[src/rtl/core/abe_pkg.sv]
// Package for the allocation bitmap engine.
// Sizes, state encoding and the control group of the byte unit.
// No dependencies.
package abe_pkg;

  // Bitmap size in entries (a multiple of 8, at most 4096 with 12 bit indexes)
  localparam int MAP_BITS    = 4096;
  localparam int IDX_W       = 12;
  localparam int CNT_W       = IDX_W + 1;
  localparam int STORE_BYTES = (MAP_BITS + 7) / 8;
  localparam int ADDR_W      = (STORE_BYTES > 1) ? $clog2(STORE_BYTES) : 1;
  localparam int RESET_USED  = 4096;

  // Request modes
  localparam logic [1:0] MODE_SET  = 2'd0;
  localparam logic [1:0] MODE_CLR  = 2'd1;
  localparam logic [1:0] MODE_FIND = 2'd2;

  // Sequencer states
  typedef enum logic [2:0] {
    ST_CLEAR,
    ST_IDLE,
    ST_RUN_RD,
    ST_RUN_WR,
    ST_FIND_RD,
    ST_FIND_CHK,
    ST_DONE
  } state_t;

  // Byte unit control: bit window [lo, hi] (MSB-first positions) and direction
  typedef struct packed {
    logic       set_used;
    logic [2:0] lo;
    logic [2:0] hi;
  } byte_ctl_t;

endpackage

[src/rtl/core/allocation_bitmap_engine.sv]
// Top level of the allocation bitmap engine: sequencer, byte store, free count.
// Depends on abe_pkg and abe_byte_unit.
//
//   channel | signals                                     | dir | transfer when
//   in      | in_valid, mode, start_index, bit_count      | in  | in_valid & !in_stall
//   out     | out_valid, found_index, found, free_count   | out | out_valid & !out_stall
//   cfg     | cfg_wr_en, cfg_wr_data (used_bits)          | in  | cfg_wr_en
//
// Run request: each bitmap byte spanned is read, then written back; zero
// length or out-of-range runs go straight to done. Find: each byte is read
// and checked until a free bit or the last byte. The single-port byte store
// sets the rate. After reset a clearing pass writes all 512 bytes; in_stall is
// high meanwhile. A new request is taken while a result still waits in the
// output register; a finished request holds until that register frees.
module allocation_bitmap_engine (
  input  logic                      clk,
  input  logic                      rst,
  input  logic                      in_valid,
  output logic                      in_stall,
  input  logic [1:0]                mode,
  input  logic [abe_pkg::IDX_W-1:0] start_index,
  input  logic [abe_pkg::CNT_W-1:0] bit_count,
  output logic                      out_valid,
  input  logic                      out_stall,
  output logic [abe_pkg::IDX_W-1:0] found_index,
  output logic                      found,
  output logic [abe_pkg::CNT_W-1:0] free_count,
  input  logic                      cfg_wr_en,
  input  logic [abe_pkg::CNT_W-1:0] cfg_wr_data
);

  localparam int IDX_W  = abe_pkg::IDX_W;
  localparam int CNT_W  = abe_pkg::CNT_W;
  localparam int ADDR_W = abe_pkg::ADDR_W;
  localparam logic [CNT_W-1:0] MapSize = CNT_W'(abe_pkg::MAP_BITS);
  localparam logic [ADDR_W-1:0] LastAddr = ADDR_W'(abe_pkg::STORE_BYTES - 1);

  abe_pkg::state_t state, state_next;

  logic [ADDR_W-1:0] mem_addr, mem_addr_next;
  logic [ADDR_W-1:0] first_byte, first_byte_next;
  logic [ADDR_W-1:0] last_byte, last_byte_next;
  logic [2:0]        run_lo, run_lo_next;
  logic [2:0]        run_hi, run_hi_next;
  logic              set_used, set_used_next;
  logic [CNT_W-1:0]  used_bits, used_bits_next;
  logic [CNT_W-1:0]  free_entries, free_entries_next;
  logic [IDX_W-1:0]  res_index, res_index_next;
  logic              res_found, res_found_next;
  logic              out_valid_next;
  logic [IDX_W-1:0]  found_index_next;
  logic              found_next;
  logic [CNT_W-1:0]  free_count_next;

  logic [7:0]        store [abe_pkg::STORE_BYTES];
  logic [7:0]        rd_data;
  logic              mem_we;
  logic [7:0]        mem_wdata;

  abe_pkg::byte_ctl_t byte_ctl;
  logic [7:0]        unit_wdata;
  logic              unit_hit;
  logic [2:0]        unit_pos;

  // Request decode
  logic [CNT_W-1:0]  eff_size;
  logic [CNT_W-1:0]  start_ext;
  logic [CNT_W-1:0]  room;
  logic [CNT_W-1:0]  run_len;
  logic [CNT_W-1:0]  run_last;
  logic [CNT_W-1:0]  size_last;
  logic [CNT_W:0]    free_sum;
  logic              accept_in;
  logic              out_free;

  assign eff_size  = (used_bits > MapSize) ? MapSize : used_bits;
  assign start_ext = {1'b0, start_index};
  assign room      = eff_size - start_ext;
  assign run_len   = (start_ext < eff_size) ? ((bit_count < room) ? bit_count : room)
                                            : '0;
  assign run_last  = start_ext + run_len - CNT_W'(1);
  assign size_last = eff_size - CNT_W'(1);
  assign free_sum  = {1'b0, free_entries} + {1'b0, run_len};

  assign in_stall  = (state != abe_pkg::ST_IDLE);
  assign accept_in = in_valid && !in_stall;
  assign out_free  = !out_valid || !out_stall;

  // Byte unit window for the current address
  always_comb begin
    byte_ctl.set_used = set_used;
    byte_ctl.lo       = (mem_addr == first_byte) ? run_lo : 3'd0;
    byte_ctl.hi       = (mem_addr == last_byte) ? run_hi : 3'd7;
  end

  abe_byte_unit u_byte (
    .ctl     (byte_ctl),
    .rd_data (rd_data),
    .wr_data (unit_wdata),
    .hit     (unit_hit),
    .hit_pos (unit_pos)
  );

  // Byte store, registered read
  always_ff @(posedge clk) begin
    if (mem_we) begin
      store[mem_addr] <= mem_wdata;
    end
    rd_data <= store[mem_addr];
  end

  // Sequencer
  always_comb begin
    state_next        = state;
    mem_addr_next     = mem_addr;
    first_byte_next   = first_byte;
    last_byte_next    = last_byte;
    run_lo_next       = run_lo;
    run_hi_next       = run_hi;
    set_used_next     = set_used;
    used_bits_next    = used_bits;
    free_entries_next = free_entries;
    res_index_next    = res_index;
    res_found_next    = res_found;
    out_valid_next    = out_valid && out_stall;
    found_index_next  = found_index;
    found_next        = found;
    free_count_next   = free_count;
    mem_we            = 1'b0;
    mem_wdata         = unit_wdata;

    unique case (state)
      abe_pkg::ST_CLEAR: begin
        mem_we        = 1'b1;
        mem_wdata     = 8'h00;
        mem_addr_next = mem_addr + ADDR_W'(1);
        if (mem_addr == LastAddr) begin
          mem_addr_next = '0;
          state_next    = abe_pkg::ST_IDLE;
        end
      end

      abe_pkg::ST_IDLE: begin
        if (accept_in) begin
          res_index_next = '0;
          res_found_next = 1'b0;
          state_next     = abe_pkg::ST_DONE;
          if (mode == abe_pkg::MODE_SET || mode == abe_pkg::MODE_CLR) begin
            set_used_next   = (mode == abe_pkg::MODE_SET);
            mem_addr_next   = start_index[IDX_W-1:3];
            first_byte_next = start_index[IDX_W-1:3];
            last_byte_next  = run_last[IDX_W-1:3];
            run_lo_next     = start_index[2:0];
            run_hi_next     = run_last[2:0];
            if (mode == abe_pkg::MODE_SET) begin
              free_entries_next = (run_len > free_entries) ? '0 : free_entries - run_len;
            end else begin
              free_entries_next = (free_sum > {1'b0, eff_size}) ? eff_size
                                                                : free_sum[CNT_W-1:0];
            end
            if (run_len != '0) begin
              state_next = abe_pkg::ST_RUN_RD;
            end
          end else if (mode == abe_pkg::MODE_FIND) begin
            set_used_next   = 1'b0;
            mem_addr_next   = '0;
            first_byte_next = '0;
            last_byte_next  = size_last[IDX_W-1:3];
            run_lo_next     = 3'd0;
            run_hi_next     = size_last[2:0];
            if (eff_size != '0) begin
              state_next = abe_pkg::ST_FIND_RD;
            end
          end
        end
      end

      abe_pkg::ST_RUN_RD: begin
        state_next = abe_pkg::ST_RUN_WR;
      end

      abe_pkg::ST_RUN_WR: begin
        mem_we = 1'b1;
        if (mem_addr == last_byte) begin
          state_next = abe_pkg::ST_DONE;
        end else begin
          mem_addr_next = mem_addr + ADDR_W'(1);
          state_next    = abe_pkg::ST_RUN_RD;
        end
      end

      abe_pkg::ST_FIND_RD: begin
        state_next = abe_pkg::ST_FIND_CHK;
      end

      abe_pkg::ST_FIND_CHK: begin
        if (unit_hit) begin
          res_found_next = 1'b1;
          res_index_next = {mem_addr, unit_pos};
          state_next     = abe_pkg::ST_DONE;
        end else if (mem_addr == last_byte) begin
          state_next = abe_pkg::ST_DONE;
        end else begin
          mem_addr_next = mem_addr + ADDR_W'(1);
          state_next    = abe_pkg::ST_FIND_RD;
        end
      end

      abe_pkg::ST_DONE: begin
        if (out_free) begin
          out_valid_next   = 1'b1;
          found_index_next = res_index;
          found_next       = res_found;
          free_count_next  = free_entries;
          state_next       = abe_pkg::ST_IDLE;
        end
      end

      default: begin
        state_next = abe_pkg::ST_IDLE;
      end
    endcase

    // Register write reloads the free count
    if (cfg_wr_en) begin
      used_bits_next    = cfg_wr_data;
      free_entries_next = (cfg_wr_data > MapSize) ? MapSize : cfg_wr_data;
    end
  end

  // Control registers
  always_ff @(posedge clk) begin
    if (rst) begin
      state        <= abe_pkg::ST_CLEAR;
      mem_addr     <= '0;
      used_bits    <= CNT_W'(abe_pkg::RESET_USED);
      free_entries <= (CNT_W'(abe_pkg::RESET_USED) > MapSize) ? MapSize
                                                              : CNT_W'(abe_pkg::RESET_USED);
      out_valid    <= 1'b0;
    end else begin
      state        <= state_next;
      mem_addr     <= mem_addr_next;
      used_bits    <= used_bits_next;
      free_entries <= free_entries_next;
      out_valid    <= out_valid_next;
    end
  end

  // Payload registers
  always_ff @(posedge clk) begin
    first_byte  <= first_byte_next;
    last_byte   <= last_byte_next;
    run_lo      <= run_lo_next;
    run_hi      <= run_hi_next;
    set_used    <= set_used_next;
    res_index   <= res_index_next;
    res_found   <= res_found_next;
    found_index <= found_index_next;
    found       <= found_next;
    free_count  <= free_count_next;
  end

  // Free count never exceeds the effective size
  a_free_bound: assert property (@(posedge clk) disable iff (rst)
    free_entries <= eff_size)
    else $error("free count above effective size");

  // A not-found result carries index zero
  a_notfound_zero: assert property (@(posedge clk) disable iff (rst)
    (out_valid && !found) |-> (found_index == '0))
    else $error("nonzero index on not-found result");

  // Run writes stay inside the span of the run
  a_run_span: assert property (@(posedge clk) disable iff (rst)
    (state == abe_pkg::ST_RUN_WR) |-> (mem_addr >= first_byte && mem_addr <= last_byte))
    else $error("run write outside its span");

  // A new result only comes out of the done state
  a_out_from_done: assert property (@(posedge clk) disable iff (rst)
    (out_valid_next && !(out_valid && out_stall)) |-> (state == abe_pkg::ST_DONE))
    else $error("result loaded outside done state");

endmodule

[src/rtl/core/abe_byte_unit.sv]
// Shared byte unit of the allocation bitmap engine: builds the window mask,
// applies a set or clear, and finds the first free bit inside the window.
// Depends on abe_pkg.
module abe_byte_unit (
  input  abe_pkg::byte_ctl_t ctl,
  input  logic [7:0]         rd_data,
  output logic [7:0]         wr_data,
  output logic               hit,
  output logic [2:0]         hit_pos
);

  logic [7:0] mask;
  logic [7:0] avail;

  // Window mask; entry j of the byte sits at bit 7-j
  always_comb begin
    for (int j = 0; j < 8; j++) begin
      mask[7-j] = (3'(j) >= ctl.lo) && (3'(j) <= ctl.hi);
    end
  end

  // Modify for run requests
  assign wr_data = ctl.set_used ? (rd_data | mask) : (rd_data & ~mask);

  // Lowest free entry in the window
  assign avail = ~rd_data & mask;

  always_comb begin
    hit     = 1'b0;
    hit_pos = 3'd0;
    for (int j = 7; j >= 0; j--) begin
      if (avail[7-j]) begin
        hit     = 1'b1;
        hit_pos = 3'(j);
      end
    end
  end

endmodule
[config.mk]
export PLATFORM = sky130hd
export DESIGN_NAME = allocation_bitmap_engine
export DESIGN_NICKNAME = d
export VERILOG_FILES = /design/src/rtl/core/abe_pkg.sv /design/src/rtl/core/allocation_bitmap_engine.sv /design/src/rtl/core/abe_byte_unit.sv
export SDC_FILE = /design/constraint.sdc
export NUM_CORES = 2
export LEC_CHECK = 0
export BUFFER_PORTS_ARGS = -buffer_cell sky130_fd_sc_hd__buf_2
export CORE_UTILIZATION = 25
export CTS_CLUSTER_SIZE = 30
export DETAILED_ROUTE_END_ITERATION = 6
export GPL_TIMING_DRIVEN = 0
export HOLD_SLACK_MARGIN = 0.15
export PLACE_DENSITY = 0.5
export SETUP_SLACK_MARGIN = 0.05
export SLEW_MARGIN = 5
export SYNTH_ARGS = -nofsm -noshare
export SYNTH_HDL_FRONTEND = slang
export SYNTH_HIERARCHICAL = 1
export SYNTH_SLANG_ARGS = --single-unit
[constraint.sdc]
create_clock -name clk -period 22.5 [get_ports clk]
set_clock_uncertainty 0.1 [all_clocks]
set_input_delay 2.25 -clock clk [delete_from_list [all_inputs] [get_ports clk]]
set_output_delay 2.25 -clock clk [all_outputs]
set_load 0.01 [all_outputs]
==> reports/qor.yml <==
yosys:
  post_synth_instance_area_mm2: 0.167
  ys_warn_count: 6
  synth_seq_area_share_pct: 75.4
  synthArstFlopShare_pct: 0
  syn_inst: 7712
  ys_ff_latch: 4207
  synth_fp_nets: 7852
  avgSynthCellArea_um2: 21.6
  synthFlopType: "edfxtp_1"
  synth_cell_types: 82
  synth-edff-count: 4160
setup_path:
  rrSetupSlack_ns: 11.61
  crit_top_cell: "clkbuf_1"
  slowest_stage: "o31ai_1"
  critPathMaxStageDelay_ns: 0.56
  crit_family: "compound AO/OA/AOI/OAI gates"
  critPathMaxFanout: 10
  end_kind: "flop"
  reg2reg_to: "free_entries[11]$_SDFFE_PP0P_"
  required_ns: 23.21
  reg2reg_from: "used_bits[12]$_SDFFE_PP1P_"
  startpoint: "used_bits[12]$_SDFFE_PP1P_"
  r2r_cells: 38
  critPathArrivalTime_ns: 11.61
  crit_path_start_kind: "flop"
  crit_buf_inv: 8
  criticalPathCategory: "flop to flop"
routing:
  drt-total-wl_um: 758000
  vias_per_cell: 5.46
  wl_per_cell_um: 42.7
  drtIter0Drc: 19200
  ant_nets: 0
  drc: 62
  num_vias: 97000
  first_pass_iters: 7
timing:
  slew_viol_final: 13
  finalSetupViolCount: 0
  fmax_ghz: 0.0918
  finalCritPeriodShare_pct: 48.4
  maxSlewHeadroom_pct: -2.84
  hold_viol: 0
  worstMarginPinSlew_ns: 1.54
  holdWs_ns: 0.318
  fin_ws_ns: 11.61
  rsz0062_at_grt: "no"
  setup_tns_ns: 0
  min_period_ns: 10.89
floorplanning:
  fp.dieW_um: 819
  start_util_pct: 25.1
  die_h_um: 819
  rows: 299
  ioPinCount: 73
  dieArea_mm2: 0.671
  core_area_mm2: 0.664
global_route:
  grt_max_degree: 49
  antenna_found_initial: 117
  grt_pass1_wl_um: 953000
  gr-total-overflow: 0
  grt_pass1_vias: 89400
  grt_use_total_pct: 21.9
placed_design:
  dp_slack_ns: 10.95
  port_buffers: 71
  gp_congestion: 0.997
  hpwl_um: 537000
  place_area_mm2: 0.184
outcome:
  status: "complete, but fails checks"
  violations: "DRC, capacitance limit, slew limit"
cells_and_area:
  final_common_cell: "edfxtp_1"
  fin_nets: 8600
  layout-drive-gt1-share_pct: 29.2
  area_growth_syn_to_layout_pct: 18.4
  final_cell_area_mm2: 0.198
  layout_common_cells: "4160 x edfxtp_1, 1279 x mux4_2, 628 x nor2_1, 422 x clkbuf_16, 220 x buf_2"
clock_network:
  htree_levels: 5
  cts_resized: 0
  hold_buffers: 0
  cts_tree: "yes"
  worstSkewPairLatency_ns: 1.10
  path_clk_slew_ns: 0.06
  clk_path_buf_depth: 4
  clock-root-buffer: "clkbuf_16"
  cts_sinks: 4207
  cts_setup_buffers: 0
  cts_made_buffers: 416
hold_path:
  worstHoldStart: "res_index[5]$_SDFFCE_PN0P_"
  whs_path_depth: 0
  min_path_type: "flop to flop"
  hold_end: "found_index[5]$_DFFE_PP_"
power_and_ir_drop:
  power_mw: 20.1
  power.density_mw_per_mm2: 101
  peakVddDrop_uv: 80.7
  p_leak_nw: 61.2
run:
  cap_violations: 3
==> cells by family after synthesis <==
family	synth area share [%]
AOI/OAI and AO/OA	1.43
DFF	75.4
buffers and inverters	1.55
and+or+nand+nor	2.84
xor gates and xnor gates	0.336
muxes	17.7
adders and majority gates	0.730
==> power by group <==
| group | leakage, nW | total [mW] | internal, mW | switching (mW) |
|---|---|---|---|---|
| Sequential | 38.9 | 8.53 | 8.51 | 0.0200 |
| Combinational | 16.0 | 4.56 | 1.40 | 3.15 |
| Clock | 6.39 | 6.97 | 3.80 | 3.17 |
| Total | 61.2 | 20.1 | 13.7 | 6.34 |
==> per-stage QoR <==
step           util (%)  std cells
2_1_floorplan         -       7712
3_3_place_gp       26.9      16700
3_5_place_dp       27.7      16900
4_1_cts            29.7      17700
5_1_grt            29.7      17700
6_report           29.8      17800
==> area by class of cell <==
| type | count | area (um2) |
|---|---|---|
| Clock inverter | 241 | 2230 |
| Multi-Input combinational cell | 2948 | 38600 |
| Buffer | 464 | 2490 |
| Fill cell | 63900 | 466000 |
| Antenna cell | 75 | 188 |
| Sequential cell | 4207 | 126000 |
| Tap cell | 8879 | 11100 |
| Timing Repair Buffer | 330 | 5890 |
| Clock buffer | 524 | 11000 |
| Inverter | 93 | 349 |
==> worst max-delay path by stage <==
stage	end	depth (start not counted)
2_1_floorplan	store[0][1]$_DFFE_PP_	16
3_3_place_gp	store[398][3]$_DFFE_PP_	14
3_5_place_dp	free_entries[12]$_SDFFE_PP1P_	35
4_1_cts	free_entries[12]$_SDFFE_PP1P_	38
5_1_grt	free_entries[10]$_SDFFE_PP0P_	39
6_report	free_entries[11]$_SDFFE_PP0P_	38
==> Yosys cell counts (6+ instances only) <==
cell      count  area share [%]
nor3_1       37            0.11
buf_4        37            0.17
buf_2       111            0.33
nand4_1      17           0.064
nor2b_1      35            0.13
clkbuf_1    236            0.53
a32oi_1       8           0.042
a22o_1       15           0.079
and2_1       12           0.045
a21oi_1      77            0.23
nand2b_1     11           0.041
ha_1         91            0.68
nand3b_1      7           0.031
o22ai_1      16           0.060
mux4_2     1279              17
o31ai_1      11           0.049
or3_1        13           0.049
buf_6        30            0.20
o41ai_1       8           0.042
a31oi_1      25           0.094
dfxtp_1      47            0.56
o21a_1       12           0.054
and3_1       26           0.097
or2_2        13           0.049
inv_1        91            0.20
o32ai_1       8           0.042
edfxtp_1   4160              75
nand2_1     161            0.36
nor3b_1       8           0.036
a21o_1       10           0.045
mux2i_1      71            0.43
a311oi_1      6           0.031
buf_1        50            0.11
a211oi_1     17           0.076
o211ai_1      9           0.040
a221oi_1     17           0.089
xor2_1       19            0.10
nand3_1      66            0.20
o21bai_1     12           0.054
a22oi_1      10           0.045
nor2_1      635             1.4
o21ai_0      54            0.16
xnor2_1      45            0.24
nor4_1       21           0.079
==> layer usage <==
layer	vias to the layer above	part of all wire, %	track usage (%)
met5	-	0.018	0.155
met4	20	7.9	14.4
met3	1789	14	7.94
met2	8661	43	31.7
met1	52600	36	27.5
li1	33900	-	-
==> registers in the layout, summed over array words and instances, names as in the netlist, 3 cells and up <==
name,flops
first_byte,9
found_index,12
free_count,13
free_entries,13
last_byte,9
mem_addr,9
rd_data,8
res_index,12
run_hi,3
run_lo,3
state,3
store,4096
used_bits,13
Note: power is estimated with default switching activity, not from simulation.
